### src/rtl/crpc_fifo.sv
// Small flip-flop queue with push/full and pop/empty sides.
// Standalone; used between the front and back parts and at the output.
`timescale 1ns / 1ps

module crpc_fifo #(
  parameter int WIDTH = 8,
  parameter int DEPTH = 2
) (
  input  logic             clk_i,
  input  logic             rst_ni,
  input  logic             push_i,
  input  logic [WIDTH-1:0] wdata_i,
  output logic             full_o,
  input  logic             pop_i,
  output logic [WIDTH-1:0] rdata_o,
  output logic             empty_o
);

  localparam int AW = (DEPTH > 1) ? $clog2(DEPTH) : 1;

  logic [WIDTH-1:0] mem_q [DEPTH];
  logic [AW-1:0]    wptr_q, wptr_d, rptr_q, rptr_d;
  logic [AW:0]      cnt_q, cnt_d;
  logic             do_push, do_pop;

  assign full_o  = (cnt_q == (AW+1)'(DEPTH));
  assign empty_o = (cnt_q == '0);
  assign do_push = push_i & ~full_o;
  assign do_pop  = pop_i & ~empty_o;
  assign rdata_o = mem_q[rptr_q];

  always_comb begin
    wptr_d = wptr_q;
    rptr_d = rptr_q;
    cnt_d  = cnt_q;
    if (do_push) begin
      wptr_d = (wptr_q == AW'(DEPTH - 1)) ? '0 : wptr_q + AW'(1);
    end
    if (do_pop) begin
      rptr_d = (rptr_q == AW'(DEPTH - 1)) ? '0 : rptr_q + AW'(1);
    end
    if (do_push && !do_pop) cnt_d = cnt_q + (AW+1)'(1);
    else if (!do_push && do_pop) cnt_d = cnt_q - (AW+1)'(1);
  end

  always_ff @(posedge clk_i or negedge rst_ni) begin
    if (!rst_ni) begin
      wptr_q <= '0;
      rptr_q <= '0;
      cnt_q  <= '0;
    end else begin
      wptr_q <= wptr_d;
      rptr_q <= rptr_d;
      cnt_q  <= cnt_d;
    end
  end

  always_ff @(posedge clk_i) begin
    if (do_push) mem_q[wptr_q] <= wdata_i;
  end

endmodule

### config.mk
export PLATFORM = sky130hd
export DESIGN_NAME = crpc_fifo
export DESIGN_NICKNAME = d
export VERILOG_FILES = /design/src/rtl/crpc_fifo.sv
export SDC_FILE = /design/constraint.sdc
export NUM_CORES = 1
export LEC_CHECK = 0
export BUFFER_PORTS_ARGS = -buffer_cell sky130_fd_sc_hd__buf_2
export CAP_MARGIN = 20
export CORE_ASPECT_RATIO = 1.25
export CORE_MARGIN = 2
export CORE_UTILIZATION = 48
export DETAILED_ROUTE_END_ITERATION = 10
export MAX_ROUTING_LAYER = met4
export PLACE_DENSITY_LB_ADDON = 0.15
export REMOVE_ABC_BUFFERS = 1
export SLEW_MARGIN = 15
export SYNTH_ARGS = -nofsm -noshare
export SYNTH_HDL_FRONTEND = slang
export SYNTH_SLANG_ARGS = --single-unit
### constraint.sdc
create_clock -name clk_i -period 1.6 [get_ports clk_i]
set_input_delay 0.16 -clock clk_i [delete_from_list [all_inputs] [get_ports clk_i]]
set_output_delay 0.16 -clock clk_i [all_outputs]
set_load 0.01 [all_outputs]
== Word-level counts from Yosys, hierarchy flattened ==
Memory sizes are Yosys's and may differ from the RTL's.
Index checks and enable logic that the tools add are counted.

* $add $sub $neg: 4
* $mul: 0
* Divide/modulo/power cells: 0
* Order comparisons: 0
* Equal/unequal tests: 1
* Shift-type cells: 0
* Multiplexer cells: 6
* Bitwise operators: 4
* Reductions and logical operators: 6

{| class="wikitable"
|+ Operators with widths
! cell !! count
|-
| $mux 1 || 4
|-
| $mux 2 || 2
|-
| $add 1x1->1 const B || 2
|-
| $add 2x1->2 const B || 1
|-
| $and 1x1->1 || 2
|-
| $eq 2x2->1 const B || 1
|-
| $logic_and 1x1->1 || 2
|-
| $logic_not 1->1 || 2
|-
| $logic_not 2->1 || 1
|-
| $not 1->1 || 2
|-
| $reduce_bool 2->1 || 1
|-
| $sub 2x1->2 const B || 1
|}

* Register bits after elaboration: 4
* Bits in latches: 0
* Bits in writable memories: 16
* ROM bits: 0
* Input port bits: 12
* Memories kept: 1

{| class="wikitable"
|+ Memories
! memory !! depth !! width !! rd ports !! clocked after Yosys merged registers in !! write ports !! RTL line !! source
|-
| mem_q || 2 || 8 || 1 || 0 || 1 || 21 || <nowiki>logic [WIDTH-1:0] mem_q [DEPTH];</nowiki>
|}

== Depth between registers and ports, before layout ==
* Depth after elaboration: 7
* Depth in mapped cells: 7
* Gate-level depth less buffers: 7

== Least setup slack after synthesis ==
No wires, ideal clock.

* Path type: flip-flop to flip-flop
* From: register cnt_q[0]
* To: memory mem_q[0][0] (enable)
* Arrival: 1022 ps
* Path slack: 208 ps
* Cell stages (with the launch flop): 4
* Buffers on the path: 0
* Clock period less this slack: 1392 ps
* Cells stage by stage: dfrtp_1 > nand2b_1 > nand2_2 > nor2_1

* Cells in the longest elaborated chain, start to end: 5

{| class="wikitable"
|+ RTL lines
! item !! RTL line !! source
|-
| start, declared || 23 || <nowiki>logic [AW:0] cnt_q, cnt_d;</nowiki>
|-
| start signal, assigned || 54 || <nowiki>cnt_q <= cnt_d;</nowiki>
|-
| $eq 2x2->1 || 26 || <nowiki>assign full_o = (cnt_q == (AW+1)'(DEPTH));</nowiki>
|-
| $not 1->1 || 28 || <nowiki>assign do_push = push_i & ~full_o;</nowiki>
|-
| $and 1x1->1 || 28 ||
|-
| $mux 1 || 59 || <nowiki>if (do_push) mem_q[wptr_q] <= wdata_i;</nowiki>
|-
| $mux 1 (not written as such) || 59 ||
|-
| end, declared || 21 ||
|}

No other way between the ends.

== Final worst setup path ==
* From: register cnt_q[0]
* To: register cnt_q[1]

* Cells in the longest elaborated chain, start to end: 6

{| class="wikitable"
|+ RTL lines
! item !! RTL line
|-
| $eq 2x2->1 / $logic_not 2->1 (equally long branches) || 26, 27
|-
| $not 1->1 (on tied branches) || 28, 29
|-
| $and 1x1->1 (on tied branches) || 28, 29
|-
| $logic_not 1->1 (on tied branches) || 43, 42
|-
| $logic_and 1x1->1 (on tied branches) || 43, 42
|-
| $reduce_bool 2->1 (no line) / $mux 2 (equally long branches) || --
|}

Several ways; a longest one is shown, not always the timed one. The select of a mux whose other input is x is not followed.
A chain may end at the register's enable or synchronous reset.

==> summary.md <==
| Metric | Value |
|---|---|
| Status | finished, final reports clean |
| # nets final | 87 |
| Cell count of the worst reg-to-reg path | 7 |
| DP Wirelength | 832 um |
| Worst min path class | in -> reg |
| Post-placement cell count | 84 |
| Min-delay src | wdata_i[7] |
| Leak | 0.424 nW |
| CP max stage delay | 0.45 ns |
| Arr. time, crit path | 1.72 ns |
| Vias in the first global route | 411 |
| Hold Fails Final Rpt | 0 |
| Fin crit period | 1.49 ns |
| Final Cell Area | 1000 um2 |
| Clock Tree Buf Depth | 2 |
| Worst flop-to-flop path startpoint | cnt_q[0] |
| Syn Area/Cell | 17.8 um2 |
| Unrepaired setup endpoints after global routing | false |
| Pin count of the biggest net entering global routing | 13 |
| Worst-path cell chain | nand2b_1, nand2_2, inv_1, ha_1, xor2_1, nor2_1, xor2_1 |
| Initial antenna violation count | 0 |
| Cell row count | 16 |
| Clock latency on the worst-skew pair | 0.30 ns |
| Commonest non-fill, non-tap cell in the layout | buf_2 |
| R2R Path End | cnt_q[1] |
| Synthesis-to-finish area growth | 27.8% |
| TNS Setup | 0 ns |
| Slowest CP cell | dfrtp_2 |
| Crit end category | flop |
| WL final | 1.21 mm |
| Final Skew | 0.00624 ns |
| Worst R2R Setup Slack | 0.11 ns |
| Place WS | 0.120 ns |
| Starting Density | 50.7% |
| Worst slew pin tran | 0.352 ns |
| Max H-tree Level | 1 |
| Fillers | 108 |
| Number of synthesized register bits | 20 |
| Die area | 0.00197 mm2 |
| Netlist cell types | 15 |
| DRC | 0 |
| Max frequency | 671 MHz |
| DRT antenna net count | 0 |
| Peak VDD IR | 1.11 mV |
| N_diodes | 0 |
| Clock Pin Slew Worst Setup and Hold Paths | 0.11 ns |
| CTS Buf Count | 3 |
| First-pass GRT wire length | 1.80 mm |
| Sequential cell area | 583 um2 |
| Yosys Warn Count | 0 |
| CP Class | reg -> reg |
| Worst path top cell family by delay | flip-flops |
| Final-report setup violation count | 0 |
| Mapped Cells | 44 |
| TritonCTS Sinks | 20 |
| Core footprint | 0.00154 mm2 |
| WHS Endpoint | mem_q[1][7] |
| Hold Slack | 0.0447 ns |
| Register area share after synthesis | 74.2% |
| Crit path max fanout | 5 |
| Met1 WL | 432 um |
| Die H | 49.1 um |
| Layout cells sized above 1 | 47.9% |
| Pins over their slew limit | 0 |
| Clock root buffer | clkbuf_4 |
| Die W | 40.1 um |
| MaxCap Viol Count | 0 |
| Met3 WL | 46 um |
| Routed wire per std cell | 13.3 um |
| Routability Congestion | 0.627 |
| I/O pins | 22 |
| CP most frequent cell | xor2_1 |
| Port-buffer cells | 21 |
| Gr usage total | 14.5% |
| Max transition margin | 76.5% |
| CP Buf/Inv Count | 1 |
| CTS tree | built |
| Worst setup SP type | flop |
| Met2 Routed Length | 719 um |
| Via count | 442 |
| Non-filler cells, final | 91 |
| PnR worst setup slack | 0.110 ns |
| Placed Instance Area | 920 um2 |
| TritonRoute pass-1 iters | 3 |
| Top Layer Used | met4 |
| Routed vias/inst | 4.86 |
| Most frequent cells in the layout | buf_2 (21), edfxtp_1 (16), mux2_1 (6) |
| Pwr per Cell Area | 1850 mW/mm2 |
| WP data required | 1.83 ns |
| Multi-input gate area | 189 um2 |
| GR Overflow Total | 0 |
| Crit share post-route | 93.1% |
| Synth Cell Area | 782 um2 |
| Initial drt markers | 17 |
| Hold path depth | 1 |
==> stage by stage <==
stage / total power [mW] / utilization (%)
2_1_floorplan: 1.19 / -
3_3_place_gp: 1.39 / 59.7
3_5_place_dp: 1.41 / 59.7
4_1_cts: 1.82 / 63.8
5_1_grt: 1.97 / 64.9
6_report: 1.85 / 64.9
==> sequential cells by signal, indices dropped and copies added, names as in the netlist <==
register / flops
rptr_q: 1
cnt_q: 2
mem_q: 16
wptr_q: 1
==> timing repair <==
action,CTS,global route
hold buffers,1,0
buffers inserted,0,2
endpoints found under the setup margin,1,1
gates resized for setup,1,1
hold endpoints to repair,4,0
==> cell families after synthesis <==
logic type	count (synthesis)	share of synthesized area (%)
AOI/OAI and AO/OA	1	0.639
xor gates and xnor gates	5	6.56
adders and majority gates	1	1.60
buffers and inverters	3	1.60
DFF	20	74.2
muxes	8	11.5
and+or+nand+nor	6	3.84
==> cells in the mapped netlist <==
library cell / n / share of area (%)
xnor2_2: 1 / 2.1
buf_2: 1 / 0.64
inv_1: 2 / 0.96
edfxtp_1: 16 / 61
nand2_2: 1 / 0.80
xnor2_1: 2 / 2.2
xor2_1: 2 / 2.2
dfrtp_1: 4 / 13
mux2_1: 6 / 8.6
nand2b_1: 1 / 0.80
mux2_2: 2 / 2.9
nor2_1: 3 / 1.4
o21ai_1: 1 / 0.64
ha_1: 1 / 1.6
and3_1: 1 / 0.80
==> final cells by class <==
class | instances | area share, %
flip-flops and latches | 20 | 58.3
inverters | 2 | 0.751
multi-input cells | 21 | 18.9
clock buffers | 3 | 2.25
clock inverters | 1 | 3.00
repair buffers | 26 | 14.5
well taps | 18 | 2.25
==> worst max-delay path by stage <==
stage,startpoint,endpoint,cells past startpoint
finish,cnt_q[0],cnt_q[1],7
global route,cnt_q[0],cnt_q[1],7
CTS,cnt_q[0],cnt_q[1],6
detailed placement,cnt_q[0],cnt_q[1],6
global placement,cnt_q[0],cnt_q[1],7
floorplan,cnt_q[0],mem_q[0][0],3
==> metal layers <==
metal,vias to the layer above,GRT usage [%]
met1,213,15.7
met5,-,-
met3,2,2.74
li1,215,-
met2,12,23.1
met4,0,8.62
==> power breakdown <==
part           total [mW]  internal [mW]  switching, mW
combinational       0.602          0.320          0.281
clock               0.401          0.253          0.148
sequential          0.847          0.732          0.115
total                1.85           1.31          0.544
(Power assumes the default switching activity.)
