**src/rtl/crpc_pkg.sv**
```systemverilog
// Shared constants and types for the rectangular/polar converter.
// Holds the CORDIC angle table (Q60), gain constant and the flag struct.
`timescale 1ns / 1ps

package crpc_pkg;

  localparam int GUARD    = 8;
  localparam int ANG_FRAC = 60;
  localparam int ZW       = 64;
  localparam int GAIN_LAT = 5;

  // Inverse CORDIC gain, Q31.
  localparam logic [30:0] GAIN_Q31 = 31'd1304065748;

  typedef struct packed {
    logic polar;
    logic zero;
  } crpc_flags_t;

  // Restoring division, evaluated at elaboration only.
  function automatic logic [63:0] udiv64(input logic [63:0] num, input logic [63:0] den);
    logic [64:0] rem;
    logic [63:0] quo;
    rem = '0;
    quo = '0;
    for (int b = 63; b >= 0; b--) begin
      rem = {rem[63:0], num[b]};
      if (rem >= {1'b0, den}) begin
        rem    = rem - {1'b0, den};
        quo[b] = 1'b1;
      end
    end
    return quo;
  endfunction

  // atan(1/k) in Q60 by its power series, truncating each term.
  function automatic logic [63:0] atan_recip(input logic [63:0] k);
    logic [63:0] p;
    logic [63:0] s;
    logic [63:0] n;
    logic [63:0] t;
    logic [63:0] k2;
    p  = udiv64(64'd1 << ANG_FRAC, k);
    s  = p;
    n  = 64'd1;
    k2 = k * k;
    if (k < (64'd1 << 30)) begin
      for (int j = 0; j < 64; j++) begin
        if (p != '0) begin
          p = udiv64(p, k2);
          t = udiv64(p, (n << 1) + 64'd1);
          if (n[0]) s = s - t;
          else s = s + t;
          n = n + 64'd1;
        end
      end
    end
    return s;
  endfunction

  // Entry 0 is pi/4 built from atan(1/2) + atan(1/3).
  function automatic logic [63:0] atan_entry(input int i);
    logic [63:0] r;
    if (i == 0) r = atan_recip(64'd2) + atan_recip(64'd3);
    else r = atan_recip(64'd1 << i);
    return r;
  endfunction

  localparam logic [63:0] QUARTER_PI = atan_entry(0);
  localparam logic [63:0] HALF_PI    = QUARTER_PI << 1;
  localparam logic [63:0] PI_Q60     = QUARTER_PI << 2;

endpackage

```
**src/rtl/crpc_front.sv**
```systemverilog
// Front part: classifies a request and folds it into the CORDIC range.
// Uses crpc_pkg for the guard width and the pi constants.
`timescale 1ns / 1ps

module crpc_front #(
  parameter int DATA_WIDTH    = 32,
  parameter int FRACTION_BITS = 16,
  parameter int XW            = DATA_WIDTH + crpc_pkg::GUARD + 3
) (
  input  logic                          func_i,
  input  logic signed [DATA_WIDTH-1:0]  first_i,
  input  logic signed [DATA_WIDTH-1:0]  second_i,
  output crpc_pkg::crpc_flags_t         flags_o,
  output logic signed [XW-1:0]          x_o,
  output logic signed [XW-1:0]          y_o,
  output logic signed [crpc_pkg::ZW-1:0] z_o
);

  localparam int ZW  = crpc_pkg::ZW;
  localparam int ASH = crpc_pkg::ANG_FRAC - FRACTION_BITS;
  localparam logic signed [ZW-1:0] PI_FIX =
    signed'((crpc_pkg::PI_Q60 + (64'd1 << (ASH - 1))) >> ASH);
  localparam logic signed [ZW-1:0] HALF_ANG = signed'(crpc_pkg::HALF_PI >> ASH);
  localparam logic signed [ZW-1:0] HALF_Z   = signed'(crpc_pkg::HALF_PI);

  logic signed [XW-1:0] a_s, b_s, xa, yb;
  logic signed [ZW-1:0] ang_w, ang_c, z_c;

  assign a_s   = XW'(first_i);
  assign b_s   = XW'(second_i);
  assign xa    = a_s <<< crpc_pkg::GUARD;
  assign yb    = b_s <<< crpc_pkg::GUARD;
  assign ang_w = ZW'(second_i);

  always_comb begin
    flags_o.polar = ~func_i;
    flags_o.zero  = ~func_i & (first_i == '0) & (second_i == '0);

    // Saturate the angle to +-pi before scaling to Q60.
    ang_c = ang_w;
    if (ang_w > PI_FIX) ang_c = PI_FIX;
    else if (ang_w < -PI_FIX) ang_c = -PI_FIX;
    z_c = ang_c <<< ASH;

    x_o = xa;
    y_o = yb;
    z_o = '0;
    if (!func_i) begin
      // Rotate left half plane vectors by a quarter turn.
      if (xa < 0) begin
        if (yb >= 0) begin
          x_o = yb;
          y_o = -xa;
          z_o = HALF_Z;
        end else begin
          x_o = -yb;
          y_o = xa;
          z_o = -HALF_Z;
        end
      end
    end else begin
      y_o = '0;
      z_o = z_c;
      if (ang_w > HALF_ANG) begin
        x_o = '0;
        y_o = xa;
        z_o = z_c - HALF_Z;
      end else if (ang_w < -HALF_ANG) begin
        x_o = '0;
        y_o = -xa;
        z_o = z_c + HALF_Z;
      end
    end
  end

endmodule

```
**config.mk**
```make
export PLATFORM = sky130hd
export DESIGN_NAME = crpc_front
export DESIGN_NICKNAME = d
export VERILOG_FILES = /design/src/rtl/crpc_pkg.sv /design/src/rtl/crpc_front.sv
export SDC_FILE = /design/constraint.sdc
export NUM_CORES = 1
export LEC_CHECK = 0
export BUFFER_PORTS_ARGS = -buffer_cell sky130_fd_sc_hd__buf_4
export CORE_MARGIN = 2
export CORE_UTILIZATION = 50
export DETAILED_ROUTE_END_ITERATION = 10
export MAX_ROUTING_LAYER = met4
export PLACE_DENSITY = 0.85
export RECOVER_POWER = 100
export SLEW_MARGIN = 15
export SYNTH_ARGS = -nofsm -noshare
export SYNTH_HDL_FRONTEND = slang
export SYNTH_SLANG_ARGS = --single-unit
```
**constraint.sdc**
```tcl
create_clock -name vclk -period 8.8
set_input_delay 1.32 -clock vclk [all_inputs]
set_output_delay 1.32 -clock vclk [all_outputs]
set_load 0.02 [all_outputs]
```
# ---- Word-level counts from Yosys, hierarchy flattened
# Index checks and enable logic that the tools add are counted.
dict set report totals {
  regBits 0
}
dict set report op_classes {
  bitwise_logic 3
  n_reduce_logical 2
  add_sub_neg 4
  magnitude_cmp 6
  muxes 17
}
# operator count
set op_table {}
lappend op_table {{$mux W43} 10}
lappend op_table {{$mux W64} 5}
lappend op_table {{$neg A40 Y43} 2}
lappend op_table {{$add A64 B62 Y64 const B} 1}
lappend op_table {{$logic_not A32 Y1} 2}
lappend op_table {{$sub A64 B62 Y64 const B} 1}
lappend op_table {{$ge A40 B1 Y1 const B} 1}
lappend op_table {{$lt A40 B1 Y1 const B} 1}
lappend op_table {{$mux W20} 2}
lappend op_table {{$gt A32 B18 Y1 const B} 1}
lappend op_table {{$gt A32 B19 Y1 const B} 1}
lappend op_table {{$lt A32 B18 Y1 const B} 1}
lappend op_table {{$lt A32 B19 Y1 const B} 1}
lappend op_table {{$and A1 B1 Y1} 2}
lappend op_table {{$not A1 Y1} 1}

# ---- Longest topological paths before layout
dict set report depth {
  ltp_word 7
  mapped_depth 16
  mapped_depth_nobuf 15
}

# ---- Worst setup path before layout
# Ideal clock, no wire load.
dict set report synth_timing {
  kind {input -> output}
  from {in second_i[22]}
  to {out z_o[60] in the netlist's numbering}
  required_ns 7.480
  t_arrival_ns 5.290
  path_stages 14
  slack_ns 2.190
  path_cell_list {clkbuf_1 -> nand4_1 -> o41ai_1 -> nand2_1 -> clkbuf_1 -> nor3_1 -> ha_1 -> or4b_2 -> a31oi_1 -> nor2_1 -> o21a_1 -> nor4_1 -> mux2i_1 -> o21ai_0}
}
dict set report synth_via {
  elab_chain_cells 7
  elab_cells_between_ends 14
  cone_classes {add/sub: 2; order compare: 5; mux: 7}
}
# element line_no
set synth_lines {}
lappend synth_lines {{start: declaration} crpc_front.sv:12} ;# input logic signed [DATA_WIDTH-1:0] second_i,
lappend synth_lines {{$lt A32 B19 Y1} crpc_front.sv:42} ;# else if (ang_w < -PI_FIX) ang_c = -PI_FIX;
lappend synth_lines {{$mux W20} crpc_front.sv:42}
lappend synth_lines {{$mux W20} crpc_front.sv:41} ;# if (ang_w > PI_FIX) ang_c = PI_FIX;
lappend synth_lines {{$add A64 B62 Y64} crpc_front.sv:71} ;# z_o = z_c + HALF_Z;
lappend synth_lines {{$mux W64} crpc_front.sv:68} ;# end else if (ang_w < -HALF_ANG) begin
lappend synth_lines {{$mux W64} crpc_front.sv:64} ;# if (ang_w > HALF_ANG) begin
lappend synth_lines {{$mux W64 *} crpc_front.sv:48} ;# if (!func_i) begin
lappend synth_lines {{end: declaration} crpc_front.sv:16} ;# output logic signed [crpc_pkg::ZW-1:0] z_o
# Every way passes the cells marked *; elsewhere a longest branch is shown, timed or not.

# ---- Final worst setup path
dict set report layout_timing {
  from {in func_i}
  to {out y_o[27]}
}
dict set report layout_via {
  elab_chain_cells 1
}
# element line_no
set layout_lines {}
lappend layout_lines {{start: declaration} crpc_front.sv:10} ;# input logic func_i,
lappend layout_lines {{$mux W43} crpc_front.sv:48}
lappend layout_lines {{end: declaration} crpc_front.sv:15} ;# output logic signed [XW-1:0] y_o,
# No other way between the ends.

==> reports/summary.txt <==
outcome: complete, but fails checks
failing checks: capacitance limit, slew limit
syn_area_per_cell: 6.11 sq um
period utilization: 83.4%
Synth Instances: 766
# hold bufs at CTS: 0
share of cells above drive strength 1: 12.4%
IO buf count: 199
Synth area leader: buf_4
final core occ: 56.7%
post-route ant nets: 0
wire length per cell: 18.3 um
# rows: 35
post-detail-place hpwl: 12500 um
synth-to-layout area growth: 10.9%
Critical Path Start: func_i
drt initial violations: 636
gpl congestion: 1.03
number of diodes: 0
Setup CP Type: in2out
DRC violations left: 0
Worst-Margin Slew: 2.75 ns
WP data required: 7.48 ns
Crit path depth: 10
CP Capture Type: output port
global-route wire length before repair: 27000 um
CP bufs+invs: 5
GRT overflow: 0
fmax: 136 MHz
crit path capture: y_o[27]
initial antenna violation count: 0
RSZ-0062 raised after global routing: no
total number of vias: 6223
critical path arrival: 6.02 ns
largest net degree at the start of global routing: 87
Seq cells: 0
leak pwr: 1.97 nW
Register Area: 0 sq um
Peak VDD IR: 0.0314 mV
CP peak stage delay: 1.90 ns
Setup TNS: 0 ns
final hold vios: 0
I/O pin total: 217
Synth cell types: 73
Slew headroom: -83.2%
Die ar.: 10200 sq um
Total Wirelength: 17500 um
vias in the first global route: 5305
synth top area cells: buf_4, o21ai_0, clkbuf_1, a21oi_1, nand2_1
Synth top area share: 9.14%
Die Ht: 101 um
initial core utilization: 51.2%
Final Critical Period: 7.34 ns
setup violators final: 0
clock buffers: 0
postcts setup bufs: 0
Core Region: 9150 sq um
hold slack: 3.01 ns
crit-path cells: clkbuf_1, inv_1, nand2_1, nor2_1, a21oi_2, buf_4, inv_1, a22o_1, a221o_1, clkbuf_1
max-cap viol count: 1
Cell Count, Final, Fillers Out: 959
overall die width: 101 um
Placement Setup Slack: 1.83 ns
yosys warns: 0
drt pass-1 iters: 5
slack of the critical path: 1.46 ns
synthesized area: 4680 sq um
CP top delay family: buffers and inverters
placed insts: 959
Nets: 921
Vias/cell: 6.49
post-synthesis sequential area ratio: 0%
post-cts sizing count: 0
CP Max Fanout: 63
Crit-path slowest cell: clkbuf_1
Power per Cell Area: 69.2 nW/um^2
HP Start: first_i[30]
crit path launch type: input pin
Worst Hold Class: in2out
Total GRT Usage: 32.7%
fin. max-slew vios: 64
-- per-stage QoR --
step | power [mW] | instance area, sq um
after CTS | 0.398 | 5680
after floorplan | 0.270 | 4750
after global routing | 0.386 | 5190
after detailed placement | 0.397 | 5680
final | 0.359 | 5190
after global placement | 0.396 | 5680
-- worst min-delay path, delay by kind of cell --
| family | cells | cell delay (ns) |
|---|---|---|
| buffers and inverters | 2 | 0.30 |
| and+or+nand+nor | 1 | 0.07 |
-- logic make-up after synthesis --
group / count (synthesis) / synth area share (%)
simple gates: 276 / 31.0
compound gates: 275 / 40.7
buf+inv: 163 / 18.1
xor+xnor: 41 / 7.67
fa+ha+maj: 6 / 1.60
mux: 4 / 0.882
other cells: 1 / 0.0801
-- power by group --
| group | switching [mW] | internal, mW | total (mW) | leakage [nW] |
|---|---|---|---|---|
| clock | 0 | 0 | 0 | 0 |
| sequential | 0 | 0 | 0 | 0 |
| combinational | 0.245 | 0.114 | 0.359 | 1.97 |
-- cell usage in the layout, fill, tap and decap left out, types with 13 or more instances in the layout --
cell type    n
clkbuf_1   127
o21ai_0     65
a21oi_1     50
xnor2_1     19
or2_2       15
nor2_1      48
conb_1      18
nor2b_1     19
inv_1       22
nand3_1     25
nor3_1      35
xor2_1      22
o211ai_1    14
buf_4       79
o31ai_1     16
nand2_1     61
or3_1       13
a22o_1      19
-- synthesized netlist by cell type, types with 15 or more instances --
master / n
clkbuf_1: 73
buf_4: 57
o31ai_1: 16
a22o_1: 19
nor2_1: 48
o21ai_0: 65
xor2_1: 22
xnor2_1: 19
nand2_1: 61
nor2b_1: 19
inv_1: 21
nor3_1: 35
nand3_1: 25
a21oi_1: 51
or2_2: 15
-- worst min-delay path by stage --
stage,endpoint,slack (ns),depth (start not counted)
floorplan,flags_o[0],2.73,1
global placement,flags_o[0],2.98,3
detailed placement,x_o[35],2.98,3
CTS,x_o[35],2.98,3
global route,flags_o[0],3.01,3
finish,flags_o[0],3.01,3
-- final cells by class --
cell class / count / area, sq um
well taps: 111 / 139
inverters: 22 / 82.6
fillers: 1074 / 3960
repair buffers: 206 / 1070
multi-input cells: 620 / 3900
-- layer usage --
metal,up-vias,global-route usage (%),part of all wire [%]
met5,-,-,0
met1,2807,45.8,43
li1,2942,-,-
met2,430,50.5,44
met4,0,8.43,2.1
met3,44,2.77,10
(Power assumes the default switching activity.)
